===== src/rtl/core/hlw_pkg.sv =====
// Shared types, character codes and the hex digit decoder for the hex line parser.
// Has no dependencies; every module of the block imports it.
package hlw_pkg;

  localparam int unsigned CHAR_W   = 8;
  localparam int unsigned VALUE_W  = 60;
  localparam int unsigned STATUS_W = 3;
  localparam int unsigned COUNT_W  = 4;
  localparam int unsigned ERR_W    = 2;

  localparam logic [CHAR_W-1:0] CHAR_NUL   = 8'h00;
  localparam logic [CHAR_W-1:0] CHAR_TAB   = 8'h09;
  localparam logic [CHAR_W-1:0] CHAR_LF    = 8'h0A;
  localparam logic [CHAR_W-1:0] CHAR_CR    = 8'h0D;
  localparam logic [CHAR_W-1:0] CHAR_SPACE = 8'h20;

  typedef enum logic [STATUS_W-1:0] {
    ST_OK       = 3'd0,
    ST_EMPTY    = 3'd1,
    ST_INVALID  = 3'd2,
    ST_TOO_MANY = 3'd3,
    ST_OVERFLOW = 3'd4
  } status_t;

  // Line error codes share their encoding with the low bits of status_t.
  localparam logic [ERR_W-1:0] ERR_NONE     = 2'd0;
  localparam logic [ERR_W-1:0] ERR_INVALID  = 2'd2;
  localparam logic [ERR_W-1:0] ERR_TOO_MANY = 2'd3;

  typedef struct packed {
    status_t              status;
    logic [VALUE_W-1:0]   value;
    logic [COUNT_W-1:0]   digit_count;
  } result_t;

  typedef struct packed {
    logic       is_hex;
    logic [3:0] nibble;
  } nibble_t;

  function automatic nibble_t hex_decode(input logic [CHAR_W-1:0] c);
    nibble_t r;
    r.is_hex = 1'b1;
    r.nibble = 4'd0;
    if (c inside {[8'h30:8'h39]}) begin
      r.nibble = 4'(c - 8'h30);
    end else if (c inside {[8'h61:8'h66]}) begin
      r.nibble = 4'(c - 8'h57);
    end else if (c inside {[8'h41:8'h46]}) begin
      r.nibble = 4'(c - 8'h37);
    end else begin
      r.is_hex = 1'b0;
    end
    return r;
  endfunction

endpackage


===== src/rtl/core/hlw_in_stage.sv =====
// Input register of the hex line parser: holds one received word until the line logic takes it.
// Depends on hlw_pkg.
module hlw_in_stage (
  input  logic                       clk,
  input  logic                       rst_n,
  input  logic                       in_valid,
  input  logic [hlw_pkg::CHAR_W-1:0] in_char_code,
  output logic                       in_stall,
  input  logic                       advance,
  output logic                       s1_valid,
  output logic [hlw_pkg::CHAR_W-1:0] s1_char
);
  import hlw_pkg::*;

  logic              s1_valid_r, s1_valid_nxt;
  logic [CHAR_W-1:0] s1_char_r;
  logic              load;

  // The stage is free when empty or when its word moves on this cycle.
  assign in_stall = s1_valid_r && !advance;
  assign load     = in_valid && !in_stall;

  always_comb begin
    s1_valid_nxt = s1_valid_r;
    if (load) begin
      s1_valid_nxt = 1'b1;
    end else if (advance) begin
      s1_valid_nxt = 1'b0;
    end
  end

  always_ff @(posedge clk) begin
    if (!rst_n) begin
      s1_valid_r <= 1'b0;
    end else begin
      s1_valid_r <= s1_valid_nxt;
    end
  end

  always_ff @(posedge clk) begin
    if (load) begin
      s1_char_r <= in_char_code;
    end
  end

  assign s1_valid = s1_valid_r;
  assign s1_char  = s1_char_r;

endmodule


===== src/rtl/core/hlw_line.sv =====
// Line state and per-character parse logic of the hex line parser.
// Depends on hlw_pkg.
module hlw_line #(
  parameter int unsigned LINE_MAX   = 32,
  parameter int unsigned MAX_DIGITS = 15
) (
  input  logic                       clk,
  input  logic                       rst_n,
  input  logic                       step,
  input  logic [hlw_pkg::CHAR_W-1:0] char_code,
  output logic                       res_valid,
  output hlw_pkg::result_t           res
);
  import hlw_pkg::*;

  localparam int unsigned LW = (LINE_MAX > 2) ? $clog2(LINE_MAX) : 1;
  localparam int unsigned DW = $clog2(MAX_DIGITS + 1);
  localparam logic [LW-1:0] LEN_LAST  = LW'(LINE_MAX - 1);
  localparam logic [DW-1:0] DIGIT_MAX = DW'(MAX_DIGITS);

  logic [VALUE_W-1:0] accum_r,     accum_nxt;
  logic [DW-1:0]      digits_r,    digits_nxt;
  logic [LW-1:0]      len_r,       len_nxt;
  logic               leading_r,   leading_nxt;
  logic [ERR_W-1:0]   err_r,       err_nxt;
  logic               ended_r,     ended_nxt;

  logic    is_eol;
  logic    is_blank;
  logic    clear;
  nibble_t nib;
  logic [4:0] digits_wide;

  assign is_eol   = (char_code == CHAR_CR) || (char_code == CHAR_LF);
  assign is_blank = (char_code == CHAR_SPACE) || (char_code == CHAR_TAB);
  assign nib      = hex_decode(char_code);
  assign digits_wide = 5'(digits_r);

  always_comb begin
    accum_nxt   = accum_r;
    digits_nxt  = digits_r;
    len_nxt     = len_r;
    leading_nxt = leading_r;
    err_nxt     = err_r;
    ended_nxt   = ended_r;
    clear       = 1'b0;
    res_valid   = 1'b0;
    res.status      = ST_OK;
    res.value       = '0;
    res.digit_count = digits_wide[COUNT_W-1:0];

    if (is_eol) begin
      if (len_r != '0) begin
        res_valid = 1'b1;
        clear     = 1'b1;
        if (err_r != ERR_NONE) begin
          res.status = status_t'({1'b0, err_r});
        end else if (leading_r) begin
          res.status = ST_EMPTY;
        end else begin
          res.value = accum_r;
        end
      end
    end else if (len_r < LEN_LAST) begin
      len_nxt = len_r + 1'b1;
      if (!ended_r) begin
        if (char_code == CHAR_NUL) begin
          ended_nxt = 1'b1;
        end else if (!(leading_r && is_blank)) begin
          leading_nxt = 1'b0;
          if (err_r == ERR_NONE) begin
            if (!nib.is_hex) begin
              err_nxt = ERR_INVALID;
            end else if (digits_r >= DIGIT_MAX) begin
              err_nxt = ERR_TOO_MANY;
            end else begin
              accum_nxt  = {accum_r[VALUE_W-5:0], nib.nibble};
              digits_nxt = digits_r + 1'b1;
            end
          end
        end
      end
    end else begin
      // The character that would fill the line is dropped.
      res_valid  = 1'b1;
      clear      = 1'b1;
      res.status = ST_OVERFLOW;
    end

    if (clear) begin
      accum_nxt   = '0;
      digits_nxt  = '0;
      len_nxt     = '0;
      leading_nxt = 1'b1;
      err_nxt     = ERR_NONE;
      ended_nxt   = 1'b0;
    end
  end

  always_ff @(posedge clk) begin
    if (!rst_n) begin
      accum_r   <= '0;
      digits_r  <= '0;
      len_r     <= '0;
      leading_r <= 1'b1;
      err_r     <= ERR_NONE;
      ended_r   <= 1'b0;
    end else if (step) begin
      accum_r   <= accum_nxt;
      digits_r  <= digits_nxt;
      len_r     <= len_nxt;
      leading_r <= leading_nxt;
      err_r     <= err_nxt;
      ended_r   <= ended_nxt;
    end
  end

endmodule


===== src/rtl/core/hlw_out_stage.sv =====
// Result register of the hex line parser, with the downstream valid/stall handshake.
// Depends on hlw_pkg.
module hlw_out_stage (
  input  logic                        clk,
  input  logic                        rst_n,
  input  logic                        res_load,
  input  hlw_pkg::result_t            res,
  output logic                        advance,
  output logic                        out_valid,
  input  logic                        out_stall,
  output logic [hlw_pkg::STATUS_W-1:0] out_status,
  output logic [hlw_pkg::VALUE_W-1:0]  out_value,
  output logic [hlw_pkg::COUNT_W-1:0]  out_digit_count
);
  import hlw_pkg::*;

  logic    out_valid_r, out_valid_nxt;
  result_t res_r;

  // Upstream may move when this register is empty or is being emptied.
  assign advance = !out_valid_r || !out_stall;

  always_comb begin
    out_valid_nxt = out_valid_r && out_stall;
    if (res_load) begin
      out_valid_nxt = 1'b1;
    end
  end

  always_ff @(posedge clk) begin
    if (!rst_n) begin
      out_valid_r <= 1'b0;
    end else begin
      out_valid_r <= out_valid_nxt;
    end
  end

  always_ff @(posedge clk) begin
    if (res_load) begin
      res_r <= res;
    end
  end

  assign out_valid       = out_valid_r;
  assign out_status      = res_r.status;
  assign out_value       = res_r.value;
  assign out_digit_count = res_r.digit_count;

endmodule


===== src/rtl/core/hex_line_to_60bit_word_unit.sv =====
// Hex line parser: one received character word in, one result word per non-empty line out.
// The result register loads each result as the word ending its line leaves the input register.
// Throughput: one word per cycle unless out_stall holds a result; both registers hold one word.
// Reset (rst_n, synchronous, active low) empties both registers and starts a fresh line.
// No clearing pass follows reset; the block takes words in the first cycle after it.
// Depends on hlw_pkg, hlw_in_stage, hlw_line and hlw_out_stage.
module hex_line_to_60bit_word_unit #(
  parameter int unsigned LINE_MAX   = 32,
  parameter int unsigned MAX_DIGITS = 15
) (
  input  logic                         clk,
  input  logic                         rst_n,
  input  logic                         in_valid,
  input  logic [hlw_pkg::CHAR_W-1:0]   in_char_code,
  output logic                         in_stall,
  output logic                         out_valid,
  input  logic                         out_stall,
  output logic [hlw_pkg::STATUS_W-1:0] out_status,
  output logic [hlw_pkg::VALUE_W-1:0]  out_value,
  output logic [hlw_pkg::COUNT_W-1:0]  out_digit_count
);
  import hlw_pkg::*;

  // The word held in the input register moves into the line logic whenever
  // the result register can take whatever result it causes. The line state
  // is updated in that same cycle, so consecutive characters are handled
  // back to back without bubbles.
  logic              advance;
  logic              s1_valid;
  logic [CHAR_W-1:0] s1_char;
  logic              step;
  logic              res_valid;
  result_t           res;

  hlw_in_stage u_in (
    .clk          (clk),
    .rst_n        (rst_n),
    .in_valid     (in_valid),
    .in_char_code (in_char_code),
    .in_stall     (in_stall),
    .advance      (advance),
    .s1_valid     (s1_valid),
    .s1_char      (s1_char)
  );

  assign step = s1_valid && advance;

  // Line state: value, digit count, length, blank skipping, sticky error and
  // the end-of-text flag set by a zero byte.
  hlw_line #(
    .LINE_MAX   (LINE_MAX),
    .MAX_DIGITS (MAX_DIGITS)
  ) u_line (
    .clk       (clk),
    .rst_n     (rst_n),
    .step      (step),
    .char_code (s1_char),
    .res_valid (res_valid),
    .res       (res)
  );

  hlw_out_stage u_out (
    .clk             (clk),
    .rst_n           (rst_n),
    .res_load        (step && res_valid),
    .res             (res),
    .advance         (advance),
    .out_valid       (out_valid),
    .out_stall       (out_stall),
    .out_status      (out_status),
    .out_value       (out_value),
    .out_digit_count (out_digit_count)
  );

  // The input side only stalls when a word is waiting behind a held result.
  a_stall_cause : assert property (@(posedge clk) disable iff (!rst_n)
    in_stall |-> (s1_valid && out_valid && out_stall))
    else $error("input stalled without a held result");

  // Only an ok result carries a value.
  a_value_zero : assert property (@(posedge clk) disable iff (!rst_n)
    (out_valid && (out_status != ST_OK)) |-> (out_value == '0))
    else $error("non-ok result carries a value");

  // Reset leaves no result pending.
  a_reset_empty : assert property (@(posedge clk)
    !rst_n |=> !out_valid)
    else $error("result valid right after reset");

endmodule

===== config.mk =====
export PLATFORM = sky130hd
export DESIGN_NAME = hex_line_to_60bit_word_unit
export DESIGN_NICKNAME = d
export VERILOG_FILES = /design/src/rtl/core/hlw_pkg.sv /design/src/rtl/core/hlw_in_stage.sv /design/src/rtl/core/hlw_line.sv /design/src/rtl/core/hlw_out_stage.sv /design/src/rtl/core/hex_line_to_60bit_word_unit.sv
export SDC_FILE = /design/constraint.sdc
export NUM_CORES = 1
export LEC_CHECK = 0
export ABC_AREA = 1
export BUFFER_PORTS_ARGS = -buffer_cell sky130_fd_sc_hd__buf_2
export CORE_MARGIN = 4
export CORE_UTILIZATION = 50
export DETAILED_ROUTE_END_ITERATION = 10
export PLACE_DENSITY = 0.7
export SLEW_MARGIN = 20
export SYNTH_ARGS = -nofsm -noshare
export SYNTH_HDL_FRONTEND = slang
export SYNTH_SLANG_ARGS = --single-unit

===== constraint.sdc =====
create_clock -name clk -period 4 [get_ports clk]
set_input_delay 0.8 -clock clk [delete_from_list [all_inputs] [get_ports clk]]
set_output_delay 0.8 -clock clk [all_outputs]
set_load 0.01 [all_outputs]

==> Word level (Yosys, flattened, before mapping) <==
Index checks and enable logic that the tools add are counted.
{ "word_totals": {"inputBits": 12, "wordCells": 126, "regBits": 150, "output_inout_bits": 69} }
{ "op_classes": {"bitwise_logic": 2, "n_addsub": 5, "n_reduce_logical": 29, "n_mux": 60, "n_lt_le_gt_ge": 8, "n_eq_ne": 10} }
{ "ops": {"columns": ["operator", "n"], "rows": [
  ["two-way mux 60 bit", 11],
  ["two-way mux 63 bit", 1],
  ["two-way mux 4 bit", 12],
  ["equality test 8 x 4 -> 1 bit, second input constant", 3],
  ["two-way mux 1 bit", 21],
  ["two-way mux 2 bit", 10],
  [">= comparator 8 x 7 -> 1 bit, second input constant", 2],
  ["less-or-equal comparator 8 x 7 -> 1 bit, second input constant", 2],
  ["two-way mux 5 bit", 3],
  ["!= test 2 bit, second input constant", 5],
  ["nonzero test 2 bit", 5],
  ["logical AND 1 bit", 9],
  ["AND reduction 9 bit", 1],
  ["equality test 8 x 6 -> 1 bit, second input constant", 1],
  [">= comparator 8 x 6 -> 1 bit, second input constant", 1],
  ["less-or-equal comparator 8 x 6 -> 1 bit, second input constant", 1],
  ["zero test 8 bit", 1],
  ["AND reduction 8 bit", 1],
  ["subtractor 4 x 3 -> 4 bit, second input constant", 2],
  ["two-way mux 3 bit", 2],
  ["AND reduction 6 bit", 1],
  ["adder 5 x 1 -> 5 bit, second input constant", 1],
  ["less-than comparator 5 bit, second input constant", 1],
  ["nonzero test 5 bit", 1],
  ["10 further kinds", 16]
]} }

==> Depth between registers and ports, before layout <==
{ "depth": {"ltp_word": 14, "depth_mapped": 14, "mapped_depth_nobuf": 13} }

==> Hierarchy <==
A second synthesis with hierarchy kept.
{ "unflattened": {"cells_unflattened": 733, "area_unflattened_um2": 6541.3} }
{ "by_module_without_submodules": {"columns": ["mod", "seq_area_each_um2", "n_inst", "area_per_inst_um2", "cells_per_inst"], "rows": [
  ["hlw_line", 1461.4, 1, 4179.0, 641],
  ["hlw_out_stage", 2031.9, 1, 2054.5, 72],
  ["hlw_in_stage", 260.2, 1, 290.3, 16],
  ["hex_line_to_60bit_word_unit", 0.0, 1, 17.5, 4]
]} }

==> Worst setup path after synthesis <==
Ideal clock, no wire load.
{ "synth_timing": {"path_type": "register to register", "from": "reg u_in.s1_char_r[1] (netlist: u_in.s1_char[1])", "to": "reg u_out.res_r, in the netlist u_out.out_digit_count[0] (enable)", "setup_slack_ps": 1040, "arrival_ps": 2538, "n_path_buf": 0, "synth_period_minus_slack_ps": 2960, "required_ps": 3579, "setup_ps": 421, "stages_incl_launch_ff": 9, "cell_sequence": "edfxtp_1 -> inv_1 -> ha_1 -> nand3_1 -> nand2_2 -> nand3_4 -> nand2_4 -> nand2_4 -> inv_1"} }
{ "synth_via": {"elab_chain_len": 4, "word_cells_on_any_way": 5, "classes_between": "eq/ne: 2; mux: 1; reduce/logical: 2"} }
{ "synth_rtl": {"columns": ["item", "line", "text"], "rows": [
  ["from (decl)", "hlw_in_stage.sv:16", "logic [CHAR_W-1:0] s1_char_r;"],
  ["from (signal assigned)", "hlw_in_stage.sv:42", "s1_char_r <= in_char_code;"],
  ["equality test 8 x 4 -> 1 bit", "hlw_line.sv:34", "assign is_eol = (char_code == CHAR_CR) || (char_code == CHAR_LF);"],
  ["logical OR 1 bit (*)", "hlw_line.sv:34", null],
  ["two-way mux 1 bit (*)", "hlw_line.sv:52", "if (is_eol) begin"],
  ["logical AND 1 bit (*)", "hex_line_to_60bit_word_unit.sv:65", ".res_load (step && res_valid),"],
  ["via u_out.res_load", "hlw_out_stage.sv:6", "input logic res_load,"],
  ["to (signal assigned)", "hlw_out_stage.sv:40", "res_r <= res;"],
  ["to (decl)", "hlw_out_stage.sv:18", "result_t res_r;"]
]} }
Mark *: on every way through the listed nets, which the timed path passes. The rest lies on a longest branch.
A chain may end at the register's enable or synchronous reset.

==> Worst setup path after layout <==
{ "layout_timing": {"from": "reg u_in.s1_char_r[1] (netlist: u_in.s1_char[1])", "to": "reg u_line.accum_r[8]"} }
{ "layout_via": {"elab_chain_len": 7, "word_cells_on_any_way": 31, "classes_between": "order compare: 6; eq/ne: 9; mux: 5; reduce/logical: 11"} }
{ "layout_rtl": {"columns": ["item", "line", "text"], "rows": [
  [">= comparator 8 x 7 -> 1 bit or less-or-equal comparator 8 x 7 -> 1 bit (tied branches)", "hlw_pkg.sv:49", "end else if (c inside {[8'h41:8'h46]}) begin"],
  ["logical AND 1 bit", "hlw_pkg.sv:49", null],
  ["two-way mux 1 bit", "hlw_pkg.sv:49", null],
  ["two-way mux 1 bit", "hlw_pkg.sv:47", "end else if (c inside {[8'h61:8'h66]}) begin"],
  ["two-way mux 1 bit", "hlw_pkg.sv:45", "if (c inside {[8'h30:8'h39]}) begin"],
  ["nonzero test 2 bit (no line)", null, null],
  ["AND reduction 9 bit (no line)", null, null],
  ["to (signal assigned)", "hlw_line.sv:109", "accum_r <= accum_nxt;"],
  ["to (decl)", "hlw_line.sv:21", "logic [VALUE_W-1:0] accum_r, accum_nxt;"]
]} }
Several ways; a longest one is shown, not always the timed one.

==> impl_metrics.tcl <==
set metrics [dict create \
    worstPathCellList "inv_1 > ha_1 > nand3_1 > nand2_2 > nand3_4 > nand3_2 > nand3_2 > nand2_4 > nand2_4 > nand2_1 > inv_2 > nor2_1" \
    holdPathEnd "u_line.ended_r" \
    io_buffer_count 80 \
    clkSinkCount 150 \
    drive_above_1_share_pct 17.5 \
    clk_latency_ns 0.43 \
    dieArea_um2 15800 \
    core_area_um2 13400 \
    ff2ff_path_depth 12 \
    start_util_pct 51.6 \
    yosys-top-cells-area "edfxtp_1 33%, dfxtp_1 22%, nand2_1 12%" \
    finClkSkew_ns 0.0124 \
    cp.arrival_ns 3.16 \
    max-vdd-ir-drop_mv 0.255 \
    placementRows 42 \
    cts_buffers 17 \
    grt_setup_unrepaired "no" \
    synth_cells 845 \
    hp-class "flop to flop" \
    die_y_um 126 \
    fmax_ghz 0.358 \
    cts-resized-gates 0 \
    cts-hold-fix-buffers 0 \
    ys_types 30 \
    cts_buffer_depth 2 \
    critPathBufInv 2 \
    status "finished clean" \
    setup_viol_count_final 0 \
    grt.total_usage_pct 16.7 \
    p_leak_uw 0.00364 \
    grt_pass1_vias 4542 \
    syn_nets 864 \
    rr_startpoint "u_in.s1_char[1]" \
    grt_pass1_wl_mm 21.3 \
    postCtsSetupRepairBufs 0 \
    critPathMaxStageDelay_ns 0.53 \
    report.final.slew_viol_count 0 \
    synth_area_um2 6910 \
    grt-ovfl-total 0 \
    syn_to_final_growth_pct 14.7 \
    rrSetupSlack_ns 1.20 \
    critPathKind "flop to flop" \
    dpl.cell_count 1063 \
    routedWlPerCell_um 11.6 \
    io_pins 81 \
    ys_ff_latch 150 \
    ys_warn_count 0 \
    place.gp.congestion 0.799 \
    r2r-end "u_line.accum_r[8]" \
    max-slew-margin-rel_pct 46.8 \
    path_clk_slew_ns 0.06 \
    cp_top_family "simple AND/OR/NAND/NOR gates" \
    max_slew.worst_pin.slew_ns 0.798 \
    start_kind "flop" \
    yosysTopAreaCellShare_pct 32.6 \
    maxCapViolCount 0 \
    fin_nets 925 \
    postRouteAntennaNets 0 \
    layout_min_cycle_time_ns 2.80 \
    drc 0 \
    htree_num_levels 4 \
    drt-vias-per-instance 4.61 \
    synth_seq_area_share_pct 54.3 \
    final.setup.tns_ns 0 \
    cp_max_fo 64 \
    cp_slowest_cell "nand2_4" \
    cts_tree "yes" \
    finalCritPeriodShare_pct 69.9 \
    routed_wl_mm 12.7 \
    yosysTopAreaCell "edfxtp_1" \
    endpoint_kind "flop" \
    dp_hpwl_mm 7.60 \
    vias 5051 \
    required_ns 4.36 \
    fp.dieW_um 126 \
    grt_max_degree 68 \
    synth.avg_cell_area_um2 8.18 \
    antenna_found_initial 0 \
    hold_viol_final 0 \
    power_density_nw_per_um2 456 \
    cts_root_buffer "clkbuf_16" \
    n_antenna_cell 0 \
    layoutNonFillerInstCount 1095 \
    dr.first_iter.drc_count 357 \
    dr.pass1.iters 5 \
    whs_path_depth 2 \
    min_from "u_line.ended_r" \
]
==> stage by stage <==
step                total power (uW)  hold slack [ns]  worst slack, ns  util, %  area [um2]
finish                          3620            0.460             1.20     59.2        7930
global route                    3750            0.485            0.888     59.2        7930
CTS                             3650            0.464             1.18     59.2        7930
detailed placement              1870            0.456             1.14     54.2        7270
global placement                1870            0.454             1.17     54.2        7270
floorplan                       1850            0.436             1.04        -        6910
==> power breakdown <==
group	switching (uW)	total, uW	leakage, uW	internal (uW)
Sequential	19.1	1650	0.00145	1630
Clock	615	1780	0.000309	1170
Combinational	129	189	0.00187	60.4
==> cells by family after synthesis <==
logic type	count (synthesis)	synth area share, %
simple gates	470	29.8
buf+inv	201	13.2
fa+ha+maj	7	1.27
flops	150	54.3
compound gates	14	1.05
xor+xnor	3	0.380
==> final cells by class <==
cell class | instances | area [um2]
inverters | 158 | 596
flip-flops and latches | 150 | 3750
well taps | 176 | 220
fillers | 1253 | 5470
clock buffers | 19 | 433
multi-input cells | 494 | 2250
clock inverters | 13 | 228
repair buffers | 85 | 450
==> cell usage in the layout (no fill, tap or decap), types with 2 or more instances in the layout <==
master      synthesis  layout
nand2_1           223     223
clkbuf_16           0      17
inv_2              14      15
clkbuf_1            7       2
nand2_4             6       6
dfxtp_1            75      75
nor3_1              4       4
clkinvlp_4          0       3
o21ai_0             4       4
inv_1             143     142
nand2_2             7       7
bufinv_16           0       6
buf_4               5       4
buf_2              14      80
nand3_1            71      71
nand4_1             2       2
xor2_1              3       3
a21oi_1             9       9
clkinv_1            0       2
nor2_1            134     134
nand3b_1            2       2
ha_1                7       7
nand3_2            15      15
edfxtp_1           75      75
==> registers in the layout, summed over array words and instances (netlist names) <==
register               cells
u_line.err_r               2
u_out.out_digit_count      4
u_line.len_r               5
u_out.out_value           60
u_line.digits_r            4
u_out.out_valid            1
u_in.s1_valid              1
u_out.out_status           3
u_in.s1_char               8
u_line.ended_r             1
u_line.accum_r            60
u_line.leading_r           1
==> cell usage after synthesis, drive strengths merged <==
| master | count |
|---|---|
| ha | 7 |
| xor2 | 3 |
| nor2 | 135 |
| nand3 | 87 |
| or3 | 1 |
| nand3b | 2 |
| nor3 | 4 |
| dfxtp | 75 |
| nor3b | 1 |
| a21oi | 9 |
| clkbuf | 7 |
| buf | 36 |
| nand4 | 2 |
| o31ai | 1 |
| inv | 158 |
| nand2 | 236 |
| edfxtp | 75 |
| o21ai | 4 |
| or2 | 2 |
==> worst max path at each step <==
stage,end,cells past startpoint,start
floorplan,u_out.out_digit_count[0],8,u_in.s1_char[1]
global placement,u_line.accum_r[1],12,out_stall
detailed placement,u_line.accum_r[3],12,out_stall
CTS,u_line.accum_r[8],12,u_in.s1_char[1]
global route,u_line.accum_r[42],12,u_in.s1_char[1]
finish,u_line.accum_r[8],12,u_in.s1_char[1]
==> metal layers <==
metal | GRT usage [%] | wire length [um]
met3 | 4.69 | 645
met1 | 22.3 | 6190
met4 | 6.12 | 215
met2 | 26.0 | 5680
met5 | 0 | 0
==> tightest hold or removal path: cells and delay by family (launching register included) <==
kind	cells	cell delay, ns
buf+inv	1	0.06
flops	1	0.30
compound gates	1	0.06
Note: power is estimated with default switching activity, not from simulation.
